File: src/sv/bxa_pkg.sv
// Shared types and constants of the bitmap extent block allocator.
package bxa_pkg;

  localparam int NUM_BLOCKS = 256;
  localparam int IDX_W      = 8;
  localparam int CNT_W      = 9;
  localparam int LEN_W      = 7;
  localparam int MAX_REQ    = 64;
  localparam int BLK_SHIFT  = 9;

  localparam logic [1:0] KIND_ALLOC_CF = 2'd0;
  localparam logic [1:0] KIND_ALLOC_SC = 2'd1;
  localparam logic [1:0] KIND_FREE     = 2'd2;

  localparam logic [1:0] ST_OK      = 2'd0;
  localparam logic [1:0] ST_NOSPACE = 2'd1;
  localparam logic [1:0] ST_BAD     = 2'd2;

  typedef struct packed {
    logic [1:0]  kind;
    logic [15:0] byte_size;
    logic [7:0]  free_start;
    logic [8:0]  free_len;
  } in_t;

  typedef struct packed {
    logic [1:0]       status;
    logic [7:0]       extent_start;
    logic [LEN_W-1:0] extent_len;
    logic             last;
    logic [CNT_W-1:0] free_count;
  } out_t;

  typedef struct packed {
    logic             we;
    logic [IDX_W-1:0] idx;
    logic             val;
  } map_cmd_t;

  typedef enum logic [2:0] {
    S_IDLE, S_DEC, S_RUN, S_MARK, S_SCAT, S_FREE, S_RESP
  } state_t;

endpackage

File: src/sv/bitmap_extent_block_allocator_unit.sv
// Top level of the bitmap extent block allocator; one request is in flight at a time.
// Reset is synchronous, sets the free count to 256 and clears the map while stalling the input.
// A rejected request is answered with a single last transfer from the response state.
// Contiguous-first searches for a free run, marks it and answers with one transfer;
// scattered takes free blocks in map order and gives one transfer per extent, the last flagged;
// a failed contiguous search falls back to the scattered walk, and output stalls hold a transfer.
module bitmap_extent_block_allocator_unit import bxa_pkg::*; (
  input  logic clk,
  input  logic rst_n,
  input  logic in_valid,
  output logic in_stall,
  input  in_t  in_data,
  output logic out_valid,
  input  logic out_stall,
  output out_t out_data
);

  map_cmd_t         map_cmd;
  logic [IDX_W-1:0] map_idx;
  logic             map_used;
  logic             map_busy;

  bxa_map u_map (
    .clk     (clk),
    .rst_n   (rst_n),
    .cmd     (map_cmd),
    .rd_idx  (map_idx),
    .rd_used (map_used),
    .busy    (map_busy)
  );

  bxa_seq u_seq (
    .clk       (clk),
    .rst_n     (rst_n),
    .in_valid  (in_valid),
    .in_stall  (in_stall),
    .in_data   (in_data),
    .out_valid (out_valid),
    .out_stall (out_stall),
    .out_data  (out_data),
    .map_cmd   (map_cmd),
    .map_idx   (map_idx),
    .map_used  (map_used),
    .map_busy  (map_busy)
  );

endmodule

File: src/sv/bxa_map.sv
// Used-block map with one bit per block, a single read and a single write port.
module bxa_map import bxa_pkg::*; (
  input  logic             clk,
  input  logic             rst_n,
  input  map_cmd_t         cmd,
  input  logic [IDX_W-1:0] rd_idx,
  output logic             rd_used,
  output logic             busy
);

  logic             used_r [NUM_BLOCKS];
  logic [CNT_W-1:0] clr_r;
  logic             rd_used_r;
  logic             clearing;

  assign clearing = !clr_r[IDX_W];
  assign busy     = clearing;
  assign rd_used  = rd_used_r;

  always_ff @(posedge clk) begin
    if (!rst_n) begin
      clr_r <= '0;
    end else if (clearing) begin
      clr_r <= clr_r + 9'd1;
    end
  end

  always_ff @(posedge clk) begin
    if (clearing) begin
      used_r[clr_r[IDX_W-1:0]] <= 1'b0;
    end else if (cmd.we) begin
      used_r[cmd.idx] <= cmd.val;
    end
  end

  always_ff @(posedge clk) begin
    if (cmd.we && cmd.idx == rd_idx) begin
      rd_used_r <= cmd.val;
    end else begin
      rd_used_r <= used_r[rd_idx];
    end
  end

endmodule

File: src/sv/bxa_seq.sv
// Request sequencer that walks the used map one block per cycle while its output is not stalled.
module bxa_seq import bxa_pkg::*; (
  input  logic             clk,
  input  logic             rst_n,
  input  logic             in_valid,
  output logic             in_stall,
  input  in_t              in_data,
  output logic             out_valid,
  input  logic             out_stall,
  output out_t             out_data,
  output map_cmd_t         map_cmd,
  output logic [IDX_W-1:0] map_idx,
  input  logic             map_used,
  input  logic             map_busy
);

  state_t           state_r, state_nxt;
  in_t              req_r, req_nxt;
  logic [LEN_W-1:0] need_r, need_nxt;
  logic [CNT_W-1:0] i_r, i_nxt;
  logic [CNT_W-1:0] end_r, end_nxt;
  logic [CNT_W-1:0] fc_r, fc_nxt;
  logic [LEN_W-1:0] run_r, run_nxt;
  logic [IDX_W-1:0] rstart_r, rstart_nxt;
  logic [LEN_W-1:0] got_r, got_nxt;
  logic             open_r, open_nxt;
  logic [IDX_W-1:0] cstart_r, cstart_nxt;
  logic [LEN_W-1:0] clen_r, clen_nxt;
  logic [1:0]       rstat_r, rstat_nxt;
  logic [IDX_W-1:0] rs_r, rs_nxt;
  logic [LEN_W-1:0] rl_r, rl_nxt;
  logic             out_valid_r, out_valid_nxt;
  out_t             out_r, out_nxt;

  logic [7:0]       need8;
  logic             bad_size;
  logic [9:0]       end10;
  logic             out_free;
  logic             bit_free;
  logic             run_hit;
  logic [IDX_W-1:0] run_st;
  logic             scat_last;
  logic             scat_emit;
  logic             take;

  assign need8     = 8'(({1'b0, req_r.byte_size} + 17'd511) >> BLK_SHIFT);
  assign bad_size  = (need8 == 8'd0) || (need8 > 8'(MAX_REQ));
  assign end10     = 10'(req_r.free_start) + 10'(req_r.free_len);
  assign out_free  = !out_valid_r || !out_stall;
  assign bit_free  = !map_used;
  assign run_hit   = bit_free && ((run_r + 7'd1) == need_r);
  assign run_st    = (run_r == '0) ? i_r[IDX_W-1:0] : rstart_r;
  assign scat_last = bit_free && ((got_r + 7'd1) == need_r);
  assign scat_emit = scat_last || (!bit_free && open_r);
  assign map_idx   = i_nxt[IDX_W-1:0];
  assign in_stall  = (state_r != S_IDLE) || map_busy;
  assign take      = in_valid && !in_stall;
  assign out_valid = out_valid_r;
  assign out_data  = out_r;

  always_comb begin
    state_nxt = state_r;
    unique case (state_r)
      S_IDLE: if (take) state_nxt = S_DEC;
      S_DEC: begin
        priority if (req_r.kind == KIND_ALLOC_CF || req_r.kind == KIND_ALLOC_SC) begin
          if (bad_size || fc_r < {1'b0, need8}) state_nxt = S_RESP;
          else if (req_r.kind == KIND_ALLOC_CF) state_nxt = S_RUN;
          else state_nxt = S_SCAT;
        end else if (req_r.kind == KIND_FREE) begin
          state_nxt = (end10 > 10'(NUM_BLOCKS)) ? S_RESP : S_FREE;
        end else begin
          state_nxt = S_RESP;
        end
      end
      S_RUN: begin
        if (run_hit) state_nxt = S_MARK;
        else if (i_r == 9'(NUM_BLOCKS - 1)) state_nxt = S_SCAT;
      end
      S_MARK: if ((got_r + 7'd1) == need_r) state_nxt = S_RESP;
      S_SCAT: if (scat_last && out_free) state_nxt = S_IDLE;
      S_FREE: if (i_r == end_r) state_nxt = S_RESP;
      S_RESP: if (out_free) state_nxt = S_IDLE;
      default: state_nxt = S_IDLE;
    endcase
  end

  always_comb begin
    req_nxt       = req_r;
    need_nxt      = need_r;
    i_nxt         = i_r;
    end_nxt       = end_r;
    fc_nxt        = fc_r;
    run_nxt       = run_r;
    rstart_nxt    = rstart_r;
    got_nxt       = got_r;
    open_nxt      = open_r;
    cstart_nxt    = cstart_r;
    clen_nxt      = clen_r;
    rstat_nxt     = rstat_r;
    rs_nxt        = rs_r;
    rl_nxt        = rl_r;
    out_nxt       = out_r;
    out_valid_nxt = out_valid_r && out_stall;
    map_cmd       = '{we: 1'b0, idx: i_r[IDX_W-1:0], val: 1'b1};
    unique case (state_r)
      S_IDLE: if (take) req_nxt = in_data;
      S_DEC: begin
        rstat_nxt = ST_BAD;
        rs_nxt    = '0;
        rl_nxt    = '0;
        i_nxt     = '0;
        run_nxt   = '0;
        got_nxt   = '0;
        open_nxt  = 1'b0;
        need_nxt  = need8[LEN_W-1:0];
        priority if (req_r.kind == KIND_ALLOC_CF || req_r.kind == KIND_ALLOC_SC) begin
          if (!bad_size) begin
            if (fc_r < {1'b0, need8}) rstat_nxt = ST_NOSPACE;
            else fc_nxt = fc_r - 9'(need8);
          end
        end else if (req_r.kind == KIND_FREE) begin
          i_nxt   = 9'(req_r.free_start);
          end_nxt = end10[CNT_W-1:0];
          if (end10 <= 10'(NUM_BLOCKS)) rstat_nxt = ST_OK;
        end else begin
          rstat_nxt = ST_BAD;
        end
      end
      S_RUN: begin
        if (bit_free) begin
          rstart_nxt = run_st;
          run_nxt    = run_r + 7'd1;
        end else begin
          run_nxt = '0;
        end
        if (run_hit) i_nxt = 9'(run_st);
        else if (i_r == 9'(NUM_BLOCKS - 1)) i_nxt = '0;
        else i_nxt = i_r + 9'd1;
      end
      S_MARK: begin
        map_cmd.we = 1'b1;
        got_nxt    = got_r + 7'd1;
        i_nxt      = i_r + 9'd1;
        rstat_nxt  = ST_OK;
        rs_nxt     = rstart_r;
        rl_nxt     = need_r;
      end
      S_SCAT: begin
        if (scat_emit) begin
          if (out_free) begin
            out_valid_nxt        = 1'b1;
            out_nxt.status       = ST_OK;
            out_nxt.last         = scat_last;
            out_nxt.free_count   = fc_r;
            if (scat_last) begin
              map_cmd.we           = 1'b1;
              out_nxt.extent_start = open_r ? cstart_r : i_r[IDX_W-1:0];
              out_nxt.extent_len   = open_r ? clen_r + 7'd1 : 7'd1;
            end else begin
              out_nxt.extent_start = cstart_r;
              out_nxt.extent_len   = clen_r;
              open_nxt             = 1'b0;
              i_nxt                = i_r + 9'd1;
            end
          end
        end else begin
          i_nxt = i_r + 9'd1;
          if (bit_free) begin
            map_cmd.we = 1'b1;
            got_nxt    = got_r + 7'd1;
            if (open_r) begin
              clen_nxt = clen_r + 7'd1;
            end else begin
              open_nxt   = 1'b1;
              cstart_nxt = i_r[IDX_W-1:0];
              clen_nxt   = 7'd1;
            end
          end
        end
      end
      S_FREE: begin
        if (i_r != end_r) begin
          i_nxt = i_r + 9'd1;
          if (!bit_free) begin
            map_cmd.we  = 1'b1;
            map_cmd.val = 1'b0;
            fc_nxt      = fc_r + 9'd1;
          end
        end
      end
      S_RESP: begin
        if (out_free) begin
          out_valid_nxt = 1'b1;
          out_nxt       = '{status: rstat_r, extent_start: rs_r, extent_len: rl_r,
                            last: 1'b1, free_count: fc_r};
        end
      end
      default: ;
    endcase
  end

  always_ff @(posedge clk) begin
    if (!rst_n) begin
      state_r     <= S_IDLE;
      out_valid_r <= 1'b0;
      fc_r        <= 9'(NUM_BLOCKS);
    end else begin
      state_r     <= state_nxt;
      out_valid_r <= out_valid_nxt;
      fc_r        <= fc_nxt;
    end
  end

  always_ff @(posedge clk) begin
    req_r    <= req_nxt;
    need_r   <= need_nxt;
    i_r      <= i_nxt;
    end_r    <= end_nxt;
    run_r    <= run_nxt;
    rstart_r <= rstart_nxt;
    got_r    <= got_nxt;
    open_r   <= open_nxt;
    cstart_r <= cstart_nxt;
    clen_r   <= clen_nxt;
    rstat_r  <= rstat_nxt;
    rs_r     <= rs_nxt;
    rl_r     <= rl_nxt;
    out_r    <= out_nxt;
  end

endmodule

File: config.mk
export PLATFORM = sky130hd
export DESIGN_NAME = bitmap_extent_block_allocator_unit
export DESIGN_NICKNAME = d
export VERILOG_FILES = /design/src/sv/bxa_pkg.sv /design/src/sv/bitmap_extent_block_allocator_unit.sv /design/src/sv/bxa_map.sv /design/src/sv/bxa_seq.sv
export SDC_FILE = /design/constraint.sdc
export NUM_CORES = 1
export LEC_CHECK = 0
export ABC_AREA = 1
export ABC_CLOCK_PERIOD_IN_PS = 12700
export BUFFER_PORTS_ARGS = -buffer_cell sky130_fd_sc_hd__buf_2
export CORE_MARGIN = 2
export CORE_UTILIZATION = 43
export DETAILED_ROUTE_END_ITERATION = 8
export PLACE_DENSITY_LB_ADDON = 0.15
export SKIP_LAST_GASP = 1
export SLEW_MARGIN = 30
export SYNTH_ARGS = -nofsm -noshare
export SYNTH_HDL_FRONTEND = slang
export SYNTH_SLANG_ARGS = --single-unit
export TNS_END_PERCENT = 1
File: constraint.sdc
create_clock -name clk -period 12.7 [get_ports clk]
set_input_delay 2.54 -clock clk [delete_from_list [all_inputs] [get_ports clk]]
set_output_delay 2.54 -clock clk [all_outputs]
set_load 0.05 [all_outputs]
# == After elaboration in Yosys (flattened, before gate mapping) ==
# Memories as Yosys holds them, arrays and structs flattened.
# Index checks and enable logic that the tools add are counted.
# classes
addsub,9
order_cmp,4
n_eq_ne,32
mux,75
bitwise,3
reduce_logical,41
# ops
cell,count
9-bit 2-to-1 mux,13
27-bit 2-to-1 mux,3
27-bit one-hot mux with 2 select lines,1
9-bit one-hot mux with 5 select lines,1
3-bit 2-to-1 mux,11
8-bit 2-to-1 mux,4
7-bit 2-to-1 mux,4
7-bit one-hot mux with 2 select lines,2
"9-bit by 1-bit adder with 9-bit output, second input constant",3
"7-bit by 1-bit adder with 7-bit output, second input constant",3
1-bit 2-to-1 mux,21
3-bit one-hot mux with 7 select lines,1
7-bit one-hot mux with 3 select lines,1
"2-bit by 1-bit != test with 1-bit output, second input constant",9
9-bit one-hot mux with 2 select lines,1
"16-bit by 9-bit adder with 17-bit output, second input constant",1
8-bit one-hot mux with 2 select lines,1
15-bit 2-to-1 mux,1
7-bit equality test,2
2-bit 2-to-1 mux,6
4-bit AND reduction,3
6-bit AND reduction,2
8-bit by 9-bit adder with 10-bit output,1
"10-bit by 9-bit greater-than comparator with 1-bit output, second input constant",1
34 further kinds,68
# word_totals
ff_bits,165
ramBits,256
input_bits,39
out_inout_bits,29
wordCells,193
mem_count,1
# memory_table
name,words,width,read_ports,rd_ports_with_merged_regs,write_ports,line,rtl
u_map.used_r,256,1,1,0,1,bxa_map.sv:11,logic used_r [NUM_BLOCKS];

# == Longest topological paths before layout ==
# logic_depth
word_depth,12
mapped_depth,28

# == Modules after synthesis ==
# A second synthesis with hierarchy kept.
# hier_totals
hier_cells,2253
area_unflattened_um2,20841.2
# by_module_without_submodules
mod,instances,cells_each,area_each_um2
bxa_map,1,1323,12468.2
bxa_seq,1,930,8373.0

# == Least setup slack after synthesis ==
# Ideal clock, no wire load.
# synth_timing
path_type,input to register
start,input out_stall
end,memory u_map.used_r[0] (data pin)
setup_time_ns,1.393
t_arrival_ns,9.132
required_ns,11.307
path_slack_ns,2.175
cell_stages,8
path_cell_list,nand2_1 inv_1 nor2_4 nand2_2 nand2_2 nand2_4 buf_8 nor2_1
# synth_between
elab_chain_cells,10
# synth_lines
item,line,rtl
from (decl),bitmap_extent_block_allocator_unit.sv:14,"input logic out_stall,"
1-bit logical NOT,bxa_seq.sv:49,assign out_free = !out_valid_r || !out_stall;
1-bit logical OR,bxa_seq.sv:49,
1-bit 2-to-1 mux,bxa_seq.sv:151,if (out_free) begin
1-bit 2-to-1 mux,bxa_seq.sv:150,if (scat_emit) begin
1-bit one-hot mux with 3 select lines,bxa_seq.sv:106,unique case (state_r)
1-bit 2-to-1 mux,bxa_map.sv:31,end else if (cmd.we) begin
1-bit 2-to-1 mux,bxa_map.sv:29,if (clearing) begin
1-bit 2-to-1 mux (not written as such),bxa_map.sv:32,used_r[cmd.idx] <= cmd.val;
1-bit OR reduction (no line),n/a,
1-bit 2-to-1 mux (no line),n/a,
to (decl),bxa_map.sv:11,
# No other way between the ends.

# == Worst setup path in the final report ==
# layout_timing
start,input out_stall
end,register u_map.rd_used_r (netlist: u_map.rd_used)
# layout_between
elab_chain_cells,8
# layout_lines
item,line,rtl
1-bit logical NOT *,bxa_seq.sv:49,
1-bit logical OR *,bxa_seq.sv:49,
branches (longest 5 deep; another with memory read 256 x 1 bit),n/a,
1-bit 2-to-1 mux *,bxa_map.sv:37,if (cmd.we && cmd.idx == rd_idx) begin
to (signal assigned),bxa_map.sv:38,rd_used_r <= cmd.val;
to (signal assigned),bxa_map.sv:40,rd_used_r <= used_r[rd_idx];
to (decl),bxa_map.sv:13,logic rd_used_r;
# Every way passes the cells marked *. The select of a mux whose other input is x is not followed.
# A chain may end at the register's enable or synchronous reset.

==> results.md <==
Synth:
- In this run, synthesis produced a sequential element count of 421.
- The area share of fa/ha/maj cells after synthesis is 1.68%.
- The synthesized netlist devotes 5.59% of its cell area to compound gates.
- The proportion of synthesized area in mux cells is 0%.
- Counting distinct cell types in the post-synthesis netlist gives 52.
- Summing the areas of all and, or, nand and nor instances in the mapped netlist gives 25.6% of the synthesized area.
- The synthesized design contains 390 enable-type register cells.
- The dominant combinational cell family by area after synthesis is simple AND/OR/NAND/NOR gates.
- The share of the yosys chip area belonging to registers is 58.6%.
- The Yosys step of the flow raised 0 warnings.
- Ranked by total cell area, the synthesized netlist is headed by edfxtp_1 56%, nand2_1 7.5%, nor2_1 6.7%.
- The most frequently used flop master after synthesis is edfxtp_1.
- The cell area that synthesis handed to floorplanning was 21,000 um2.
- Of the total synthesized cell area, the portion taken by XOR and XNOR cells is 1.08%.
- Synthesis produced 2,221 cells.
- Of the post-synthesis cell area, the dominant cell type holds 55.7%.
- The share of synthesized registers carrying an async set or reset is 0%.
- The net count of the mapped netlist is 2,287.
- Of all cell types, the one taking the most synthesized area is edfxtp_1.
- The per-instance average area after synthesis is 9.47 um2.

Flow run:
- Max-cap violations in this run came to 0.

Critical path:
- The critical path class is input port to register.
- Of all nets on the critical path, the largest fanout is 106.
- The cell that appears most often on the critical path is nand3_1.
- The endpoint identified for the worst register-to-register timing path is u_map.rd_used.
- The startpoint type of the worst setup path is an input port.
- The kind of cell with the highest combined delay along the critical path is buffers and inverters.
- STA puts the critical path data required time at 13.18 ns.
- The worst register-to-register path begins at u_seq.got_r[0].
- The count of buffer and inverter cells on the critical path is 5.
- The worst path arrival time is 6.03 ns.
- The slack of the worst reg-to-reg path is 7.58 ns.
- The number of cells on the worst reg-to-reg path is 24.
- The slowest stage of the critical path is the buf_6 cell.
- Traced cell by cell, the critical path runs through buf_2 -> nand2_1 -> inv_1 -> nand3_1 -> nand3_1 -> nand4_1 -> nand2_1 -> nand2_2 -> buf_4 -> nand2_4 -> buf_6 -> buf_4 -> nand2_1 -> nand3_1 -> nand3_1 -> nand3_1 -> nand3_1 -> nand3_1 -> nand3_1 -> nand3_1 -> nand3_1.
- The critical path launch point is out_stall.
- The critical path capture point type is a register.
- On the worst path, the slowest cell contributes a delay of 0.58 ns.

Floorplanning:
- The die covers 50,700 um2.
- The die width is 225 um.
- The area inside the core boundary is 48,600 um2.
- The I/O pin count is 68.
- The row count is 81.
- The die height is 225 um.
- For this configuration, the core starts out at a cell density of 43.2%.

Power:
- The combinational cell fraction of total power is 28.1%.
- In this run switching power makes up 35.3% of total power.
- In this run the static leakage power is 0.00931 uW.
- Per report_power, the sequential group accounts for 39.3% of the total.
- The power density normalized to cell area is 176 nW/um2.
- The worst vdd rail ir drop is 114 uV.
- The switching power of the nets is 1450 uW.
- The internal power component is 2670 uW.
- The clock network fraction of total power is 32.7%.

Run status:
- The flow ran to the end, and the final reports show no timing, DRC or antenna violations.

Placed design:
- Summed over all nets, the half-perimeter wirelength after detailed placement is 33.2 mm.
- The final estimated routing congestion in global placement is 0.858.
- The cell area reported after detailed placement is 21,800 um2.
- The count of buffers added on input and output ports is 67.

Clock tree:
- The number of hold buffers added after CTS was 0.
- The clock passes through at most 3 buffers.
- The tree is rooted in a clkbuf_16.
- The H-tree depth is 2.
- The clock reaches the later pin of the worst-skew pair after 0.60 ns.
- The clock slew seen by the registers of the worst setup and hold paths is 0.06 ns.
- The number of gates given a new drive strength after cts is 0.
- TritonCTS built the clock tree.
- In this run, CTS created clock tree buffers numbering 48.
- The total number of clock tree sinks is 421.
- The post-CTS repair timing setup buffer count is 0.

Final layout:
- In the layout the commonest cells are 413 x nand2_1, 390 x edfxtp_1, 375 x nor2_1.
- The count of filler cells inserted in the layout is 4,598.
- Leaving out fill and tap cells, the most frequent cell in the layout is nand2_1.
- The area growth from synthesis to final layout is 11.1%.
- The net count of the finished layout is 2,323.
- Once layout is done, the placed cells without fillers occupy 23,400 um2.
- The number of antenna diodes is 0.
- The fraction of final layout cells with drive strength greater than 1 is 10.9%.

Routing:
- The number of DRC markers in iteration 0 is 1,308.
- In the final routed layout, each cell accounts on average for 19.0 um.
- The detail-routed via count per cell is 5.30.
- The vias after detailed routing is 15,453.
- The total wirelength of the detailed-routed design is 55.3 mm.
- The first TritonRoute pass finished after 7 iterations.
- The DRC violation count after routing is 0.
- The detail route stage leaves a number of antenna-violating nets equal to 0.

STA:
- The final total negative setup slack is 0 ns.
- Setup repair after global routing left no endpoint under its margin.
- The worst path needs 5.55 ns of the cycle, external delays included.
- The slew of the pin with the lowest slew margin is 0.995 ns.
- The final number of max-transition violations is 0.
- The relative slew slack is 33.5%.
- The final-layout worst hold slack is 0.440 ns.
- On the final layout, the worst clock skew is 0.0232 ns.
- The maximum clock frequency is 180 MHz.
- The number of setup violations in the final report is 0.
- The fraction of the cycle the final worst path needs is 43.7%.
- The number of failing hold endpoints at the final stage is 0.

Global route:
- The initial antenna violation count is 0.
- The leftover overflow at the end of global routing is 0.
- The number of global-route vias before repair came to 14,980.
- The first-pass GRT wire length is 86.7 mm.
- Across every metal layer, demand over resource in global routing totals 22.2%.
- The pin count of the biggest net entering global routing is 257.

Hold path:
- The worst-case hold path end point is u_seq.out_data[8].
- In this run the most critical hold path is launched from u_seq.fc_r[8].
- The class of the most critical hold timing path is register to register.
- The cell depth of the worst min-delay path is 0.
==> worst reg2reg max path, delay by kind of cell (launching register included) <==
kind,cells,cell delay [ns]
xor gates and xnor gates,1,0.15
DFF,1,0.48
and+or+nand+nor,19,2.42
buffers and inverters,3,1.61
adders and majority gates,1,0.37
==> sequential cells by signal (all words and copies together), names as in the netlist, 9 cells and up <==
register / cells
u_map.used_r: 256
u_seq.req_r: 35
u_seq.out_data: 27
u_map.clr_r: 9
u_seq.end_r: 9
u_seq.fc_r: 9
u_seq.i_r: 9
==> synth_stat cells, types with 13 or more instances <==
master,n
nand2_1,419
edfxtp_1,390
nor2_1,378
nand3_1,253
inv_1,242
a21oi_1,75
nand3b_1,57
buf_2,54
o21ai_0,50
clkbuf_1,32
o211ai_1,32
dfxtp_1,31
ha_1,25
nand2_4,15
nor3_1,15
xor2_1,15
buf_6,13
==> layer usage <==
metal  GRT usage [%]  vias up  share of wire [%]
li1                -     7490                  -
met1            30.2     7436                 44
met2            36.6      421                 47
met3            3.19      106                5.3
met4            7.46        0                2.9
met5               0        -                  0
==> cells by family after synthesis <==
logic type      Yosys count
simple gates           1192
flops                   421
buf+inv                 363
compound gates          192
fa+ha+maj                27
xor+xnor                 26
==> worst max-delay path by stage <==
stage,to,slack (ns),depth (start not counted)
CTS,u_map.rd_used,7.21,22
floorplan,u_map.used_r[0],2.17,8
global placement,u_map.rd_used,6.38,22
detailed placement,u_map.rd_used,6.60,21
global route,u_map.rd_used,6.75,22
finish,u_map.rd_used,7.15,21
==> cell type report <==
class                      count  area (um2)  share of cell area (%)
sequential                   421       12300                    52.8
multi-input combinational   1437        7190                    30.8
clock buffer                  61        1270                    5.44
inverter                     260         981                    4.20
tap                          622         778                    3.33
timing repair buffer          89         557                    2.38
clock inverter                27         245                    1.05
==> power by group through the flow <==
stage / logic [uW] / registers, uW / clock network, uW
final: 1160 / 1620 / 1350
after global routing: 1280 / 1630 / 1430
after CTS: 1160 / 1620 / 1380
after detailed placement: 1150 / 1650 / 0
after global placement: 1140 / 1650 / 0
after floorplan: 824 / 1620 / 0
==> through the flow <==
stage	util [%]	worst slack (ns)	total power (uW)	instances
2_1_floorplan	-	2.17	2440	2221
3_3_place_gp	44.7	6.38	2790	2827
3_5_place_dp	44.8	6.60	2800	2827
4_1_cts	47.9	7.21	4150	2915
5_1_grt	48.0	6.75	4340	2917
6_report	48.0	7.15	4120	2917
Power figures use the tool's default switching activity.
